[config.mk]
export PLATFORM = sky130hd
export DESIGN_NAME = sentinel_table_insert_remove_lookup_unit
export DESIGN_NICKNAME = d
export VERILOG_FILES = /design/src/sv/stirl_pkg.sv /design/src/sv/stirl_ram.sv /design/src/sv/sentinel_table_insert_remove_lookup_unit.sv
export SDC_FILE = /design/constraint.sdc
export NUM_CORES = 1
export LEC_CHECK = 0
export BUFFER_PORTS_ARGS = -buffer_cell sky130_fd_sc_hd__buf_2
export CORE_ASPECT_RATIO = 0.9
export CORE_MARGIN = 1
export CORE_UTILIZATION = 60
export CTS_BUF_LIST = sky130_fd_sc_hd__clkbuf_16
export CTS_CLUSTER_DIAMETER = 100
export DETAILED_ROUTE_END_ITERATION = 8
export PLACE_DENSITY = 0.77
export SLEW_MARGIN = 40
export SYNTH_ARGS = -nofsm -noshare
export SYNTH_HDL_FRONTEND = slang
export SYNTH_HIERARCHICAL = 1
export SYNTH_SLANG_ARGS = --single-unit
export TNS_END_PERCENT = 5
[constraint.sdc]
create_clock -name i_clk -period 5.1 [get_ports i_clk]
set_clock_uncertainty 0.1 [all_clocks]
set_input_delay 0.765 -clock i_clk [delete_from_list [all_inputs] [get_ports i_clk]]
set_output_delay 0.765 -clock i_clk [all_outputs]
set_load 0.02 [all_outputs]
[src/sv/stirl_pkg.sv]
package stirl_pkg;

    localparam int DEFAULT_DEPTH = 16;
    localparam int VALUE_W       = 16;
    localparam int CFG_W         = 5;
    localparam int OUT_TDATA_W   = 8;
    localparam int MODE_W        = 2;

    localparam logic [CFG_W-1:0] CFG_RESET = 5'd16;

    typedef enum logic [MODE_W-1:0] {
        MODE_INSERT = 2'd0,
        MODE_REMOVE = 2'd1,
        MODE_LOOKUP = 2'd2,
        MODE_SORTED = 2'd3
    } t_mode;

endpackage

[src/sv/stirl_ram.sv]
module stirl_ram #(
    parameter int WIDTH = 16,
    parameter int DEPTH = 16
) (
    input  logic                     i_clk,
    input  logic                     i_we,
    input  logic [$clog2(DEPTH)-1:0] i_waddr,
    input  logic [WIDTH-1:0]         i_wdata,
    input  logic [$clog2(DEPTH)-1:0] i_raddr,
    output logic [WIDTH-1:0]         o_rdata
);

    logic [WIDTH-1:0] r_mem [DEPTH];
    logic [WIDTH-1:0] r_q;

    always_ff @(posedge i_clk) begin
        if (i_we) begin
            r_mem[i_waddr] <= i_wdata;
        end
        r_q <= r_mem[i_raddr];
    end

    assign o_rdata = r_q;

endmodule

[src/sv/sentinel_table_insert_remove_lookup_unit.sv]
// Small table of DEPTH 16-bit slots, empty after reset, with four operations picked by the
// mode in tuser: insert into the first empty slot (table_full if none), remove the first
// matching value and close the gap, lookup, and sorted insert (placed before the first larger
// entry, empties count as smaller, the last covered entry falls off). Only the first
// min(entries_in_use, DEPTH) slots take part; entries_in_use is written through the cfg port
// by the user only while the block is idle; the block itself does not enforce this. The
// values sit in one single-port-write RAM, and an empty slot is a cleared valid flop, so
// reset needs no clearing pass. Every operation is one pass of a shared read/compare/write
// unit over the covered slots, one slot per cycle. The next item is accepted in the cycle
// after the result is loaded, so no new item is taken before the last one is through. Each
// item passes through the scan of the covered slots, the registered RAM read, a drain of the
// last read and the loading of the result; a result beat that is still waiting on
// o_m_tready holds the finish step back further.
module sentinel_table_insert_remove_lookup_unit #(
    parameter int DEPTH = stirl_pkg::DEFAULT_DEPTH
) (
    input  logic                             i_clk,
    input  logic                             i_rst_n,
    // cfg write channel: entries_in_use
    input  logic                             i_cfg_valid,
    output logic                             o_cfg_ready,
    input  logic [stirl_pkg::CFG_W-1:0]      i_cfg_data,
    // input beats
    input  logic                             i_s_tvalid,
    output logic                             o_s_tready,
    input  logic [stirl_pkg::VALUE_W-1:0]    i_s_tdata,   // [15:0] value
    input  logic [stirl_pkg::MODE_W-1:0]     i_s_tuser,   // [1:0] mode
    // result beats
    output logic                             o_m_tvalid,
    input  logic                             i_m_tready,
    output logic [stirl_pkg::OUT_TDATA_W-1:0] o_m_tdata   // [0] found, [1] table_full, rest 0
);

    import stirl_pkg::*;

    localparam int AW    = $clog2(DEPTH);
    localparam int CNT_W = $clog2(DEPTH + 1);
    localparam int CMP_W = (CNT_W > CFG_W) ? CNT_W : CFG_W;

    typedef enum logic [2:0] {
        S_IDLE   = 3'b001,
        S_SCAN   = 3'b010,
        S_FINISH = 3'b100
    } t_state;

    t_state             r_state;
    logic [CFG_W-1:0]   r_cfg;
    t_mode              r_mode;
    logic [VALUE_W-1:0] r_val;
    logic [CNT_W-1:0]   r_n;        // covered slots for this item
    logic [CNT_W-1:0]   r_rd;       // next slot to read
    logic               r_rv;       // read data in flight is valid
    logic [AW-1:0]      r_ri;       // slot of the data coming back
    logic               r_hit;      // match found or value placed
    logic [VALUE_W-1:0] r_carry_d;  // entry pushed right by sorted insert
    logic               r_carry_v;
    logic [DEPTH-1:0]   r_valid;    // cleared bit = empty slot
    logic               r_ov;
    logic               r_found;
    logic               r_full;

    logic               n_hit;
    logic               w_en;
    logic [AW-1:0]      w_addr;
    logic [VALUE_W-1:0] w_data;
    logic               w_vbit;
    logic               carry_ld;
    logic [VALUE_W-1:0] rd_data;
    logic               rd_vld;
    logic               issue;
    logic               eq_hit;
    logic               gt_hit;
    logic               out_free;
    logic               res_load;
    logic [CMP_W-1:0]   cfg_ext;
    logic [CMP_W-1:0]   cov;
    logic [CNT_W-1:0]   last_idx;

    // coverage saturates at the table depth
    assign cfg_ext = CMP_W'(r_cfg);
    assign cov     = (cfg_ext > CMP_W'(DEPTH)) ? CMP_W'(DEPTH) : cfg_ext;

    assign issue    = (r_state == S_SCAN) && (r_rd < r_n);
    assign rd_vld   = r_valid[r_ri];
    assign eq_hit   = rd_vld && (rd_data == r_val);
    assign gt_hit   = rd_vld && (r_val < rd_data);   // empty never larger
    assign out_free = !r_ov || i_m_tready;
    assign res_load = (r_state == S_FINISH) && out_free;
    assign last_idx = r_n - 1'b1;

    stirl_ram #(
        .WIDTH (VALUE_W),
        .DEPTH (DEPTH)
    ) u_ram (
        .i_clk   (i_clk),
        .i_we    (w_en),
        .i_waddr (w_addr),
        .i_wdata (w_data),
        .i_raddr (r_rd[AW-1:0]),
        .o_rdata (rd_data)
    );

    // per-slot action on each returning read
    always_comb begin
        n_hit    = r_hit;
        w_en     = 1'b0;
        w_addr   = r_ri;
        w_data   = r_val;
        w_vbit   = 1'b1;
        carry_ld = 1'b0;
        if (r_rv) begin
            unique case (r_mode)
                MODE_INSERT: begin
                    if (!r_hit && !rd_vld) begin
                        w_en  = 1'b1;
                        n_hit = 1'b1;
                    end
                end
                MODE_REMOVE: begin
                    if (r_hit) begin
                        // slide later entries one slot left
                        w_en   = 1'b1;
                        w_addr = r_ri - 1'b1;
                        w_data = rd_data;
                        w_vbit = rd_vld;
                    end else if (eq_hit) begin
                        n_hit = 1'b1;
                    end
                end
                MODE_LOOKUP: begin
                    if (eq_hit) begin
                        n_hit = 1'b1;
                    end
                end
                MODE_SORTED: begin
                    if (r_hit) begin
                        // ripple the carried entry one slot right
                        w_en     = 1'b1;
                        w_data   = r_carry_d;
                        w_vbit   = r_carry_v;
                        carry_ld = 1'b1;
                    end else if (gt_hit) begin
                        w_en     = 1'b1;
                        n_hit    = 1'b1;
                        carry_ld = 1'b1;
                    end
                end
                default: begin
                    n_hit = r_hit;
                end
            endcase
        end
    end

    assign o_cfg_ready = 1'b1;
    assign o_s_tready  = (r_state == S_IDLE);
    assign o_m_tvalid  = r_ov;
    assign o_m_tdata   = {{(OUT_TDATA_W - 2){1'b0}}, r_full, r_found};

    always_ff @(posedge i_clk) begin
        if (!i_rst_n) begin
            r_state <= S_IDLE;
            r_cfg   <= CFG_RESET;
            r_valid <= '0;
            r_rv    <= 1'b0;
            r_hit   <= 1'b0;
            r_ov    <= 1'b0;
            r_rd    <= '0;
        end else begin
            if (i_cfg_valid) begin
                r_cfg <= i_cfg_data;
            end
            // a new result may replace the one leaving in the same cycle
            if (res_load) begin
                r_ov <= 1'b1;
            end else if (r_ov && i_m_tready) begin
                r_ov <= 1'b0;
            end
            if (w_en) begin
                r_valid[w_addr] <= w_vbit;
            end
            unique case (r_state)
                S_IDLE: begin
                    if (i_s_tvalid) begin
                        r_mode  <= t_mode'(i_s_tuser);
                        r_val   <= i_s_tdata;
                        r_n     <= CNT_W'(cov);
                        r_rd    <= '0;
                        r_rv    <= 1'b0;
                        r_hit   <= 1'b0;
                        r_state <= S_SCAN;
                    end
                end
                S_SCAN: begin
                    r_hit <= n_hit;
                    r_rv  <= issue;
                    r_ri  <= r_rd[AW-1:0];
                    if (issue) begin
                        r_rd <= r_rd + 1'b1;
                    end else if (!r_rv) begin
                        r_state <= S_FINISH;
                    end
                end
                S_FINISH: begin
                    if (out_free) begin
                        r_found <= r_hit && ((r_mode == MODE_REMOVE) ||
                                             (r_mode == MODE_LOOKUP));
                        r_full  <= (r_mode == MODE_INSERT) && !r_hit;
                        // removal leaves the last covered slot empty
                        if ((r_mode == MODE_REMOVE) && r_hit) begin
                            r_valid[last_idx[AW-1:0]] <= 1'b0;
                        end
                        r_state <= S_IDLE;
                    end
                end
                default: begin
                    r_state <= S_IDLE;
                end
            endcase
        end
    end

    always_ff @(posedge i_clk) begin
        if (carry_ld) begin
            r_carry_d <= rd_data;
            r_carry_v <= rd_vld;
        end
    end

endmodule
=== After elaboration in Yosys (flattened, before gate mapping) ===
Memories as Yosys holds them, arrays and structs flattened. A register that Yosys moved wholly into a read port is not among the register bits.
Cells that the tools add are included.

* $add $sub $neg: 3
* Multiply operators: 0
* Div/mod/pow operators: 0
* Order comparisons: 8
* Equality and inequality tests: 15
* Shift operators: 0
* Mux-type cells: 52
* Bitwise gates (word level): 2
* Reductions and logical operators: 26

{| class="wikitable"
|+ Operators with widths
! operator !! count
|-
| $mux 16 || 8
|-
| $pmux 16 s2 || 1
|-
| $mux 1 || 23
|-
| $and 16x16->16 || 1
|-
| $bwmux 16 || 1
|-
| $eq 16x16->1 || 1
|-
| $lt 16x16->1 || 1
|-
| $not 16->16 || 1
|-
| $lt 4x5->1 const B || 3
|-
| $mux 3 || 4
|-
| $mux 4 || 3
|-
| $ne 2x2->1 const B || 6
|-
| $logic_and 1x1->1 || 11
|-
| $mux 5 || 2
|-
| $pmux 5 s2 || 1
|-
| $pmux 3 s3 || 1
|-
| $reduce_and 3->1 || 3
|-
| $demux 1 s4 || 2
|-
| $ge 4x1->1 const B || 2
|-
| $sub 4x1->4 const B || 2
|-
| $ne 3x3->1 const B || 2
|-
| $pmux 1 s2 || 3
|-
| $add 5x1->5 const B || 1
|-
| $gt 5x5->1 const B || 1
|-
| 16 further kinds || 22
|}

* Bits in registers: 78
* Bits in latches: 0
* RAM bits: 256
* Memory bits (read-only): 0
* Word-level logic and storage cells: 122
* Memories kept: 1

{| class="wikitable"
|+ Memories
! name !! words !! bits a word !! read ports !! clocked after Yosys merged registers in !! wr ports !! line !! RTL
|-
| u_ram.r_mem || 16 || 16 || 1 || 1 || 1 || stirl_ram.sv:13 || <nowiki>logic [WIDTH-1:0] r_mem [DEPTH];</nowiki>
|}

=== Depth between registers and ports, before layout ===
Gate-level depths: netlist of run 1.

* Word-level depth: 15
* Depth in mapped cells: 12

=== Modules after synthesis ===
The synthesis of run 1 kept the hierarchy.

{| class="wikitable"
|+ Modules (own cells, without submodules)
! module !! instances !! cells an instance !! area each (sq um) !! seq. area each (sq um)
|-
| stirl_ram || 1 || 432 || 10042.1 || 8007.7
|-
| sentinel_table_insert_remove_lookup_unit || 1 || 436 || 4404.2 || 2021.9
|}

=== Worst setup path before layout of run 1 ===
OpenSTA, ideal clock, no wires.

* Kind: reg2reg
* Start: register r_val[14]
* End: memory u_ram.r_mem[0][0] (enable)
* Setup time: 409 ps
* Data arrival time: 3924 ps
* Slack: 666 ps
* Cell stages (with the launch flop): 12
* Buffers on the path: 2
* Cell sequence: edfxtp_1 > ha_1 > a21oi_1 > nand2_1 > a221o_1 > or3_2 > o211a_1 > buf_6 > buf_8 > nor2_1 > or3b_2 > nor3_1

* Word-level cells in the longest chain between the ends: 8

{| class="wikitable"
|+ RTL lines
! what !! line !! RTL
|-
| from (decl) || sentinel_table_insert_remove_lookup_unit.sv:49 || <nowiki>logic [VALUE_W-1:0] r_val;</nowiki>
|-
| from (signal assigned) || sentinel_table_insert_remove_lookup_unit.sv:186 || <nowiki>r_val <= i_s_tdata;</nowiki>
|-
| $lt 16x16->1 || sentinel_table_insert_remove_lookup_unit.sv:86 || <nowiki>assign gt_hit = rd_vld && (r_val < rd_data);</nowiki>
|-
| $logic_and 1x1->1 || sentinel_table_insert_remove_lookup_unit.sv:86 ||
|-
| $mux 1 || sentinel_table_insert_remove_lookup_unit.sv:142 || <nowiki>end else if (gt_hit) begin</nowiki>
|-
| $mux 1 || sentinel_table_insert_remove_lookup_unit.sv:136 || <nowiki>if (r_hit) begin</nowiki>
|-
| $pmux 1 s3 || sentinel_table_insert_remove_lookup_unit.sv:112 || <nowiki>unique case (r_mode)</nowiki>
|-
| $mux 1 || sentinel_table_insert_remove_lookup_unit.sv:111 || <nowiki>if (r_rv) begin</nowiki>
|-
| via w_en || sentinel_table_insert_remove_lookup_unit.sv:63 || <nowiki>logic w_en;</nowiki>
|-
| $mux 1 || stirl_ram.sv:17 || <nowiki>if (i_we) begin</nowiki>
|-
| $mux 1 (implied by the code) || stirl_ram.sv:18 || <nowiki>r_mem[i_waddr] <= i_wdata;</nowiki>
|-
| to (decl) || stirl_ram.sv:13 ||
|}

The timed path passes the listed nets, and every way through them passes these cells.

=== Final worst setup path of run 1 ===
* Start: register r_ri[0]
* End: memory u_ram.r_mem[5][4] (enable)

* Word-level cells in the longest chain between the ends: 9
* Elaborated cells on any way between the ends: 16

{| class="wikitable"
|+ RTL lines
! what !! line !! RTL
|-
| from (decl) || sentinel_table_insert_remove_lookup_unit.sv:53 || <nowiki>logic [AW-1:0] r_ri;</nowiki>
|-
| from (signal assigned) || sentinel_table_insert_remove_lookup_unit.sv:197 || <nowiki>r_ri <= r_rd[AW-1:0];</nowiki>
|-
| $bmux 1 s4 * || sentinel_table_insert_remove_lookup_unit.sv:84 || <nowiki>assign rd_vld = r_valid[r_ri];</nowiki>
|-
| $mux 1 (implied by the code) * || sentinel_table_insert_remove_lookup_unit.sv:84 ||
|-
| $logic_and 1x1->1 / $logic_not 1->1 (equally long branches) || sentinel_table_insert_remove_lookup_unit.sv:86, sentinel_table_insert_remove_lookup_unit.sv:114 ||
|-
| $mux 1 / $logic_and 1x1->1 (equally long branches) || sentinel_table_insert_remove_lookup_unit.sv:142, sentinel_table_insert_remove_lookup_unit.sv:114 ||
|-
| $mux 1 (on tied branches) || sentinel_table_insert_remove_lookup_unit.sv:136, sentinel_table_insert_remove_lookup_unit.sv:114 ||
|-
| $pmux 1 s3 * || sentinel_table_insert_remove_lookup_unit.sv:112 ||
|-
| $mux 1 * || sentinel_table_insert_remove_lookup_unit.sv:111 ||
|-
| via w_en || sentinel_table_insert_remove_lookup_unit.sv:63 ||
|-
| $mux 1 * || stirl_ram.sv:17 ||
|-
| $mux 1 (implied by the code) * || stirl_ram.sv:18 ||
|}

The timed path passes the listed nets; every way through them passes the cells marked *. The select of a mux whose other input is x is not followed.

==> flow_summary_export.csv, run 1 <==
group,metric,value,unit
cts,cts_hold_buf,0,
pwr,p_int,0.00451,W
cts,max-clock-path-buffers,3,
synth,synth.avg_cell_area,16.6,µm²
place,dp_hpwl,19300,µm
floorplan,core_area,0.0235,mm²
timing,drv_slew,0,
min_path,holdCritPathClass,"input port to flip-flop",
job,maxCapViolCount,0,
grt,grt_use_total,0.269,
layout,fin_util,0.687,
cts,post_cts_resized,0,
synth,synth_area_leaders,"edfxtp_1 63%, mux4_2 8.4%, dfxtp_1 6.7%",
synth,ys_ff_latch,350,
route,drt_pass1_iterations,9,
layout,n_antenna_cell,0,
synth,synthDistinctLibCells,60,
grt,grt_pass1_wl,47900,µm
setup_path,cp-end-kind,"flip-flop",
route,final_antenna_net_count,0,
pwr,seq_power_share,0.552,
setup_path,critPathLaunchType,"flip-flop",
route,dr.first_iter.drc_count,1003,
layout,drive_above_1_share,0.213,
pwr,switchingPower,0.00116,W
timing,hold_violations,0,
pwr,power_leakage,5.50,nW
cts,clk_pin_slew,60,ps
outcome,outcome,"finished with violations",
cts,cts_setup_buffers,0,
floorplan,die_area,0.0247,mm²
place,gp_congestion,0.873,
place,portBuffers,31,
cts,root_buffer,"clkbuf_16",
cts,cts_made_buffers,35,
synth,yosysTopAreaCell,"edfxtp_1",
timing,timing.final.ws_setup,877,ps
synth,synth-main-ff-cell,"edfxtp_1",
setup_path,cp_data_arrival_time,4330,ps
layout,syn_to_final_growth,11.6,%
cts,cts_sinks,350,
floorplan,fp.dieH,149,µm
timing,tns,0,ps
floorplan,initial_core_util,0.615,
pwr,p_sw_frac,0.204,
setup_path,path_class,"flip-flop to flip-flop",
grt,grt_pass1_vias,8059,
pwr,powerDensity,352,mW/mm²
pwr,p_comb_frac,0.032,
timing,tightestPinTransition,863,ps
synth,synth_edf_count,302,
floorplan,io_pins,39,
route,drt-total-wl,32000,µm
floorplan,rows,53,
synth,yosysSeqAreaShare,0.694,
layout,finalNetCount,982,
timing,setup_viol,0,
pwr,peakVddDrop,0.300,mV
timing,period_share,0.828,
place,pre_cts_slack,1040,ps
synth,async_reset_ff_frac,0,
cts,ctsHtreeMaxLevel,2,
timing,rsz0062_at_grt,"no",
route,remaining_drc_errors,11,
grt,antenna_found_initial,1,
route,viasPerCell,6.52,
cts,cts_tree,"yes",
timing,slew_headroom,0.424,
grt,grt-ovfl-total,0,
pwr,power_frac_clock,0.416,
timing,clock.fmax,0.237,GHz
setup_path,crit_fanout,17,
setup_path,required,5210,ps
synth,synth_top_area_share,0.628,
route,wl_per_cell,25.6,µm
outcome,violations,"DRC",
floorplan,die_w,166,µm
synth,yosys_warnings,6,
cts,clock_latency,510,ps
grt,grt_max_degree,69,
route,vias,8159,
timing,finalCriticalPeriod,4220,ps
synth,netlist_area,0.0144,mm²
synth,netlist_instances,868,
==> final timing paths <==
check,from,end,slack (ps),cells after the start
setup / recovery,r_ri[0],u_ram/r_mem[5][4],880,9
hold reg to reg,u_ram/o_rdata[6],r_carry_d[6],360,0
hold / removal,i_s_tuser[0],r_mode[0],330,1
setup reg to reg,r_ri[0],u_ram/r_mem[5][4],880,9
==> layout make-up <==
| cell class | instances | area (µm²) |
|---|---|---|
| Sequential cell | 350 | 10000 |
| Fill cell | 1530 | 7350 |
| Multi-Input combinational cell | 441 | 4060 |
| Clock buffer | 36 | 901 |
| Timing Repair Buffer | 69 | 494 |
| Tap cell | 302 | 378 |
| Clock inverter | 24 | 148 |
| Inverter | 30 | 113 |
==> logic make-up (layout without fill, tap and decap cells) <==
family                     count (synthesis)  after routing  synth area share
AOI/OAI and AO/OA                        139            139            0.0679
adders and majority gates                 27             27            0.0234
muxes                                     77             77             0.115
xor gates and xnor gates                   7              7           0.00424
DFF                                      350            350             0.694
other                                      2              7          0.000520
buffers and inverters                     82            159            0.0315
and+or+nand+nor                          184            184            0.0633
==> power groups by stage <==
stage / Combinational [W] / Sequential [W] / Clock [W]
4_1_cts: 0.000171 / 0.00314 / 0.00240
5_1_grt: 0.000195 / 0.00313 / 0.00251
3_3_place_gp: 0.000164 / 0.00320 / 0
3_5_place_dp: 0.000170 / 0.00320 / 0
6_report: 0.000179 / 0.00313 / 0.00236
2_1_floorplan: 0.000128 / 0.00319 / 0
==> routing by layer <==
| metal | routed length, µm | vias to the layer above | part of all wire | GRT usage |
|---|---|---|---|---|
| met5 | 13 | - | 0.00041 | 0 |
| met4 | 716 | 2 | 0.022 | 0.0859 |
| met3 | 3100 | 64 | 0.097 | 0.0664 |
| met2 | 14900 | 431 | 0.47 | 0.409 |
| met1 | 13200 | 4123 | 0.41 | 0.385 |
| li1 | - | 3539 | - | - |
==> layout by cell type, fill, tap and decap left out, types with 4 or more instances in the layout <==
cell type  netlist  routed
edfxtp_1       302     302
nand2_1         56      56
mux4_2          54      54
a22oi_1         48      48
dfxtp_1         48      46
inv_1           30      41
clkbuf_16        0      36
nor2_1          41      33
buf_4           14      33
buf_2            2      31
ha_1            27      27
nor3_1          28      24
o21ai_0         29      23
a21oi_1         15      15
mux4_1          13      13
a31oi_1         11      11
nand3_1          9       9
mux2i_1          9       9
nor2b_1          9       9
nor3b_1          8       8
o21a_1           8       8
nand2b_1         7       7
nor2_2           0       7
conb_1           2       7
o21ai_2          0       6
nand4_1          5       5
xor2_1           5       5
a21o_1           5       5
nor3_2           1       5
o221a_1          5       5
clkinv_1         0       5
nand3b_1         4       4
buf_12           0       4
==> worst max-delay path, stage by stage, from the launching register on <==
cell      delay (ps)
edfxtp_1         630
mux4_1           620
mux2_2           300
a22oi_4          290
nand2_1           80
o211a_1          320
nor2_1           400
nand3b_1         240
nor2_1           680
buf_12           240
==> flip-flops by register name, indices dropped and copies added (netlist names) <==
signal         flops
cfg_ext            5
o_m_tvalid         1
r_carry_d         16
r_carry_v          1
r_found            1
r_full             1
r_hit              1
r_mode             2
r_n                5
r_rd               5
r_ri               4
r_rv               1
r_state            3
r_val             16
r_valid           16
u_ram/o_rdata     16
u_ram/r_mem      256
==> synthesized netlist by cell type, types with 7 or more instances <==
library cell,instances
ha_1,27
a21oi_1,15
o21a_1,8
nor2b_1,9
nor3_1,28
nor2_1,41
nor3b_1,8
mux4_1,13
dfxtp_1,48
inv_1,30
edfxtp_1,302
buf_4,14
mux4_2,54
nand2b_1,7
a31oi_1,11
mux2i_1,9
clkbuf_1,20
nand3_1,9
nand2_1,56
a22oi_1,48
o21ai_0,29
==> stage by stage <==
| step | std cells | hold slack (ps) | instance area [µm²] | total power, W |
|---|---|---|---|---|
| 4_1_cts | 1251 | 316 | 16100 | 0.00571 |
| 2_1_floorplan | 873 | 331 | 14500 | 0.00331 |
| 6_report | 1252 | 326 | 16100 | 0.00567 |
| 5_1_grt | 1252 | 309 | 16100 | 0.00584 |
| 3_5_place_dp | 1191 | 344 | 15000 | 0.00337 |
| 3_3_place_gp | 1191 | 336 | 15000 | 0.00336 |
Note: power is estimated with default switching activity, not from simulation.
==> run 2, diff against run 1 <==
- ABC_AREA: not set -> 1
- clock period: 5.1 -> 4 ns (I/O delays scaled with it)
==> run 2 against run 1 <==
  * The run now ends clean
  * Die area up 12%
  * Worst hold slack worse by 170 ps
  * Synthesized cell count up 94%
  * Register-to-register slack worse by 100 ps
  * Wire length up 22%
  * Critical endpoint is now u_ram/r_mem[12][11]
==> flow_summary_export.csv, run 2 <==
group,metric,value,unit
outcome,outcome,"finished, final reports clean",
timing,tightestPinTransition,834,ps
cts,cts_setup_buffers,0,
cts,cts_sinks,350,
floorplan,core_area,0.0262,mm²
grt,use_met2,0.454,
synth,synth_common_cells,"487 x nand2_1, 302 x edfxtp_1, 286 x inv_1",
floorplan,io_pins,39,
setup_path,cp-end-kind,"flip-flop",
setup_path,cp_cell_sequence,"inv_1 > ha_1 > nand2_2 > nor2_4 > inv_1 > o21ai_1 > inv_1 > nor2_1 > nand2_1 > nor2_2 > buf_4",
cts,ctsHtreeMaxLevel,2,
job,maxCapViolCount,0,
route,remaining_drc_errors,0,
pwr,powerDensity,490,mW/mm²
setup_path,critical_path.slowest_cell,"nor2_4",
synth,netlist_instances,1688,
setup_path,crit_top_cell,"inv_1",
cts,clk_pin_slew,60,ps
timing,clock.fmax,0.310,GHz
route,viasPerCell,5.65,
route,drt_pass1_iterations,6,
timing,slew_headroom,0.443,
cts,cts_made_buffers,36,
synth,netlist_area,0.0161,mm²
place,gp_congestion,0.894,
synth,synth_area_leaders,"edfxtp_1 56%, nand2_1 11%, nand3_1 7.1%",
setup_path,path_class,"flip-flop to flip-flop",
grt,grt_use_total,0.292,
grt,antenna_found_initial,1,
grt,grt_max_degree,81,
grt,use_met1,0.416,
setup_path,worst_path_largest_cell_delay,480,ps
floorplan,die_area,0.0276,mm²
layout,syn_to_final_growth,9.69,%
timing,period_share,0.807,
grt,grt_use_met3,0.0483,
layout,final_common_cell,"nand2_1",
route,drt-total-wl,39200,µm
place,dp_hpwl,24700,µm
place,portBuffers,31,
synth,yosys_warnings,6,
cts,max-clock-path-buffers,3,
synth,synth_edf_count,302,
layout,final_cell_mix,"484 x nand2_1, 302 x edfxtp_1, 292 x inv_1",
synth,post-synth-top-count-cell,"nand2_1",
cts,cts_tree,"yes",
layout,fin_util,0.675,
synth,ys_ff_latch,350,
grt,grt_pass1_vias,10966,
timing,hold_violations,0,
synth,synthDistinctLibCells,38,
synth,yosysTopAreaCell,"edfxtp_1",
route,vias,11795,
floorplan,initial_core_util,0.616,
cts,post_cts_resized,0,
synth,yosysSeqAreaShare,0.622,
setup_path,required,4120,ps
synth,async_reset_ff_frac,0,
setup_path,critPathLaunchType,"flip-flop",
grt,grt-ovfl-total,0,
floorplan,fp.dieH,158,µm
route,dr.first_iter.drc_count,1584,
timing,rsz0062_at_grt,"no",
cts,clock_latency,530,ps
route,wl_per_cell,18.8,µm
synth,synth-main-ff-cell,"edfxtp_1",
setup_path,crit_buf_inv,4,
layout,finalNetCount,1769,
synth,synth_top_area_share,0.562,
floorplan,rows,56,
grt,grt_pass1_wl,60700,µm
cts,root_buffer,"clkbuf_16",
synth,synth.avg_cell_area,9.56,µm²
layout,regMostFlops,"u_ram/r_mem",
min_path,min_from,"i_s_tdata[8]",
setup_path,crit_fanout,21,
timing,tns,0,ps
timing,drv_slew,0,
layout,largest_register_ffs,256,
setup_path,critPathTopFamily,"simple AND/OR/NAND/NOR gates",
grt,busiest_layer,"met2",
route,final_antenna_net_count,0,
setup_path,crit_path_start,"r_mode[1]",
layout,n_antenna_cell,0,
timing,finalCriticalPeriod,3230,ps
pwr,peakVddDrop,0.267,mV
timing,setup_viol,0,
pwr,power_leakage,7.76,nW
min_path,holdCritPathClass,"input port to flip-flop",
setup_path,r2r_start,"r_mode[1]",
layout,drive_above_1_share,0.0920,
setup_path,ff2ff_setup_slack,770,ps
floorplan,die_w,175,µm
cts,cts_hold_buf,0,
setup_path,cp_data_arrival_time,3350,ps
## run 2: cell count changes in the layout (fill, tap and decap cells not counted), moves of 16 or more
cell / delta
nor3_1: -16
nand3_1: +221
nor2_1: +31
a22oi_1: -47
a21oi_1: +24
inv_1: +251
nand2_1: +428
mux4_2: -54
## run 2: worst paths after layout
path | endpoint | depth (start not counted)
max | u_ram/r_mem[12][11] | 11
min | r_val[8] | 1
max reg2reg | u_ram/r_mem[12][11] | 11
min reg2reg | r_carry_d[5] | 0
## run 2: cells by family (layout without fill, tap and decap cells)
group / after synthesis / in the layout / synth area share
compound gates: 101 / 101 / 0.0361
xor+xnor: 1 / 1 / 0.00101
fa+ha+maj: 27 / 27 / 0.0209
buf+inv: 373 / 420 / 0.0993
flops: 350 / 350 / 0.622
other cells: 2 / 7 / 0.000465
simple gates: 834 / 834 / 0.221
## run 2: layout make-up
| type | instances | area (µm²) |
|---|---|---|
| flip-flops and latches | 350 | 10000 |
| clock inverters | 27 | 215 |
| inverters | 294 | 1110 |
| clock buffers | 37 | 926 |
| multi-input cells | 970 | 4570 |
| repair buffers | 62 | 404 |
| fillers | 1964 | 8510 |
| well taps | 348 | 435 |
## run 2: layer usage
metal | wire [µm] | up-vias
met1 | 16000 | 5504
met5 | 0 | -
met2 | 17800 | 689
met3 | 4090 | 94
li1 | - | 5508
met4 | 1220 | 0
## run 2: per-stage QoR
| stage | total power [W] | instances | setup WS, ps | hold WS, ps | instance area, µm² |
|---|---|---|---|---|---|
| 6_report | 0.00868 | 2088 | 772 | 157 | 17700 |
| 2_1_floorplan | 0.00509 | 1693 | 934 | 331 | 16200 |
| 4_1_cts | 0.00866 | 2088 | 796 | 144 | 17700 |
| 3_3_place_gp | 0.00538 | 2024 | 954 | 338 | 16500 |
| 3_5_place_dp | 0.00542 | 2024 | 802 | 340 | 16500 |
| 5_1_grt | 0.00897 | 2088 | 480 | 152 | 17700 |
## run 2: where the power goes
| group | leakage [nW] | switching (W) | internal, W |
|---|---|---|---|
| clock | 0.583 | 0.00137 | 0.00193 |
| combinational | 4.06 | 0.000868 | 0.000301 |
| sequential | 3.12 | 0.0000684 | 0.00414 |
==> run 3, diff against run 2 <==
- clock period: 4 -> 3.3 ns (I/O delays scaled with it)
==> run 3 against run 2 <==
  * Count of clock-buffer cells in the layout down 1
  * Final cell count is 0.48% higher
  * Largest cell class unchanged
  * Clock power grew 13%
  * Sequential cell count unchanged
  * Worst hold slack worse by 110 ps
  * Global-route usage is 0.20 points higher
  * Register-to-register slack worse by 360 ps
  * Maximum frequency up 12%
  * First-iteration DRC count is 4.9% lower
  * Critical path depth is 4 higher
  * Final area up 0.11%
==> flow_summary_export.csv, run 3 (same netlist as run 2, synthesis figures left out) <==
group,metric,value,unit
outcome,outcome,"finished, final reports clean",
route,routed.top_layer,"met4",
setup_path,r2r_start,"r_val[5]",
grt,grt_use_total,0.294,
setup_path,cp_data_arrival_time,2980,ps
cts,post_cts_resized,0,
cts,ctsHtreeMaxLevel,2,
floorplan,rows,56,
route,drt_pass1_iterations,6,
pwr,peakVddDrop,0.378,mV
floorplan,die_area,0.0276,mm²
setup_path,path_class,"flip-flop to flip-flop",
cts,clk_pin_slew,60,ps
timing,slew_headroom,0.475,
place,portBuffers,31,
grt,antenna_found_initial,0,
route,route.met3.wl,4140,µm
setup_path,required,3390,ps
min_path,min_from,"i_s_tuser[0]",
pwr,p_sw_frac,0.270,
layout,largest_register_ffs,256,
cts,clock_latency,520,ps
job,maxCapViolCount,0,
layout,finalNetCount,1781,
place,pre_cts_slack,494,ps
grt,grt_pass1_vias,10974,
timing,drv_slew,0,
floorplan,io_pins,39,
min_path,min_to,"r_mode[0]",
route,drt-total-wl,39500,µm
layout,regMostFlops,"u_ram/r_mem",
grt,grt-ovfl-total,0,
layout,final_common_cell,"nand2_1",
timing,tns,0,ps
setup_path,crit_fanout,16,
timing,hold_violations,0,
layout,final_cell_mix,"487 x nand2_1, 302 x edfxtp_1, 293 x inv_1",
place,dp_hpwl,25700,µm
layout,fin_util,0.676,
grt,grt_max_degree,91,
setup_path,cp-end-kind,"flip-flop",
pwr,switchingPower,0.00278,W
route,wl_met1,16200,µm
setup_path,reg2reg_to,"u_ram/r_mem[14][1]",
cts,cts_tree,"yes",
layout,syn_to_final_growth,9.81,%
route,vias,11869,
floorplan,core_area,0.0262,mm²
cts,cts_sinks,350,
route,met2_length,17900,µm
place,gp_congestion,0.928,
setup_path,r2r_cells,15,
cts,cts_hold_buf,0,
timing,finalCriticalPeriod,2890,ps
min_path,holdCritPathClass,"input port to flip-flop",
cts,cts_setup_buffers,0,
setup_path,critPathLaunchType,"flip-flop",
timing,period_share,0.877,
floorplan,initial_core_util,0.616,
cts,root_buffer,"clkbuf_16",
pwr,powerDensity,582,mW/mm²
pwr,power_leakage,7.79,nW
route,dr.first_iter.drc_count,1506,
pwr,power_frac_clock,0.363,
cts,max-clock-path-buffers,3,
timing,clock.fmax,0.346,GHz
timing,setup_viol,0,
timing,tightestPinTransition,786,ps
floorplan,die_w,175,µm
layout,n_antenna_cell,0,
setup_path,ff2ff_setup_slack,410,ps
grt,grt_pass1_wl,60900,µm
floorplan,fp.dieH,158,µm
timing,rsz0062_at_grt,"no",
min_path,hold_depth,1,
pwr,p_comb_frac,0.143,
pwr,seq_power_share,0.494,
route,final_antenna_net_count,0,
layout,drive_above_1_share,0.0966,
timing,whs,49.8,ps
timing,timing.final.ws_setup,408,ps
route,remaining_drc_errors,0,
route,wl_per_cell,18.8,µm
route,viasPerCell,5.66,
cts,cts_made_buffers,35,
pwr,p_int,0.00753,W
-- run 3: cell count changes in the layout (fill, tap and decap cells not counted), sizes merged --
cell    previous run  this run
bufinv             4         2
clkbuf            37        36
clkinv            16        14
buf               62        75
inv              300       302
-- run 3: worst max-delay path by stage --
| stage | from | endpoint | slack [ps] | depth (start not counted) |
|---|---|---|---|---|
| CTS | r_val[5] | u_ram/r_mem[14][1] | 450 | 15 |
| floorplan | r_val[5] | u_ram/r_mem[11][0] | 230 | 16 |
| global route | r_val[5] | u_ram/r_mem[15][12] | 220 | 15 |
| detailed placement | r_val[5] | u_ram/r_mem[14][2] | 490 | 15 |
| finish | r_val[5] | u_ram/r_mem[14][1] | 410 | 15 |
| global placement | r_val[5] | u_ram/r_mem[14][10] | 550 | 15 |
-- run 3: power groups by stage --
stage	Combinational [W]	Clock [W]	Sequential, W
global route	0.00163	0.00395	0.00510
global placement	0.00139	0	0.00518
detailed placement	0.00143	0	0.00519
floorplan	0.00101	0	0.00516
finish	0.00147	0.00374	0.00510
CTS	0.00145	0.00379	0.00509
-- run 3: worst max-delay path, stage by stage (launching register included) --
cell,delay [ps]
edfxtp_1,400
ha_1,340
a21oi_1,170
nor2_1,60
nor2_1,140
nand2_1,80
nand2_1,50
nand2_1,40
nand2_1,90
nand3_4,90
nand3_4,90
nand2_2,100
inv_1,140
nand3_1,230
nor2_2,140
buf_4,290
-- run 3: metrics by stage --
| stage | cell area (µm²) | cells | total power [W] |
|---|---|---|---|
| after floorplan | 16200 | 1693 | 0.00617 |
| final | 17700 | 2098 | 0.0103 |
| after CTS | 17700 | 2098 | 0.0103 |
| after global placement | 16600 | 2037 | 0.00657 |
| after detailed placement | 16600 | 2037 | 0.00662 |
| after global routing | 17700 | 2098 | 0.0107 |
-- run 3: metal layers --
| metal | global-route usage | vias to the layer above |
|---|---|---|
| li1 | - | 5526 |
| met1 | 0.417 | 5563 |
| met2 | 0.461 | 681 |
| met3 | 0.0483 | 99 |
| met4 | 0.106 | 0 |
| met5 | 0 | - |
-- run 3: cell type report --
| class | instances | area (µm²) |
|---|---|---|
| fillers | 1919 | 8490 |
| flip-flops and latches | 350 | 10000 |
| well taps | 348 | 435 |
| multi-input cells | 970 | 4560 |
| clock inverters | 25 | 173 |
| repair buffers | 75 | 502 |
| inverters | 294 | 1110 |
| clock buffers | 36 | 901 |
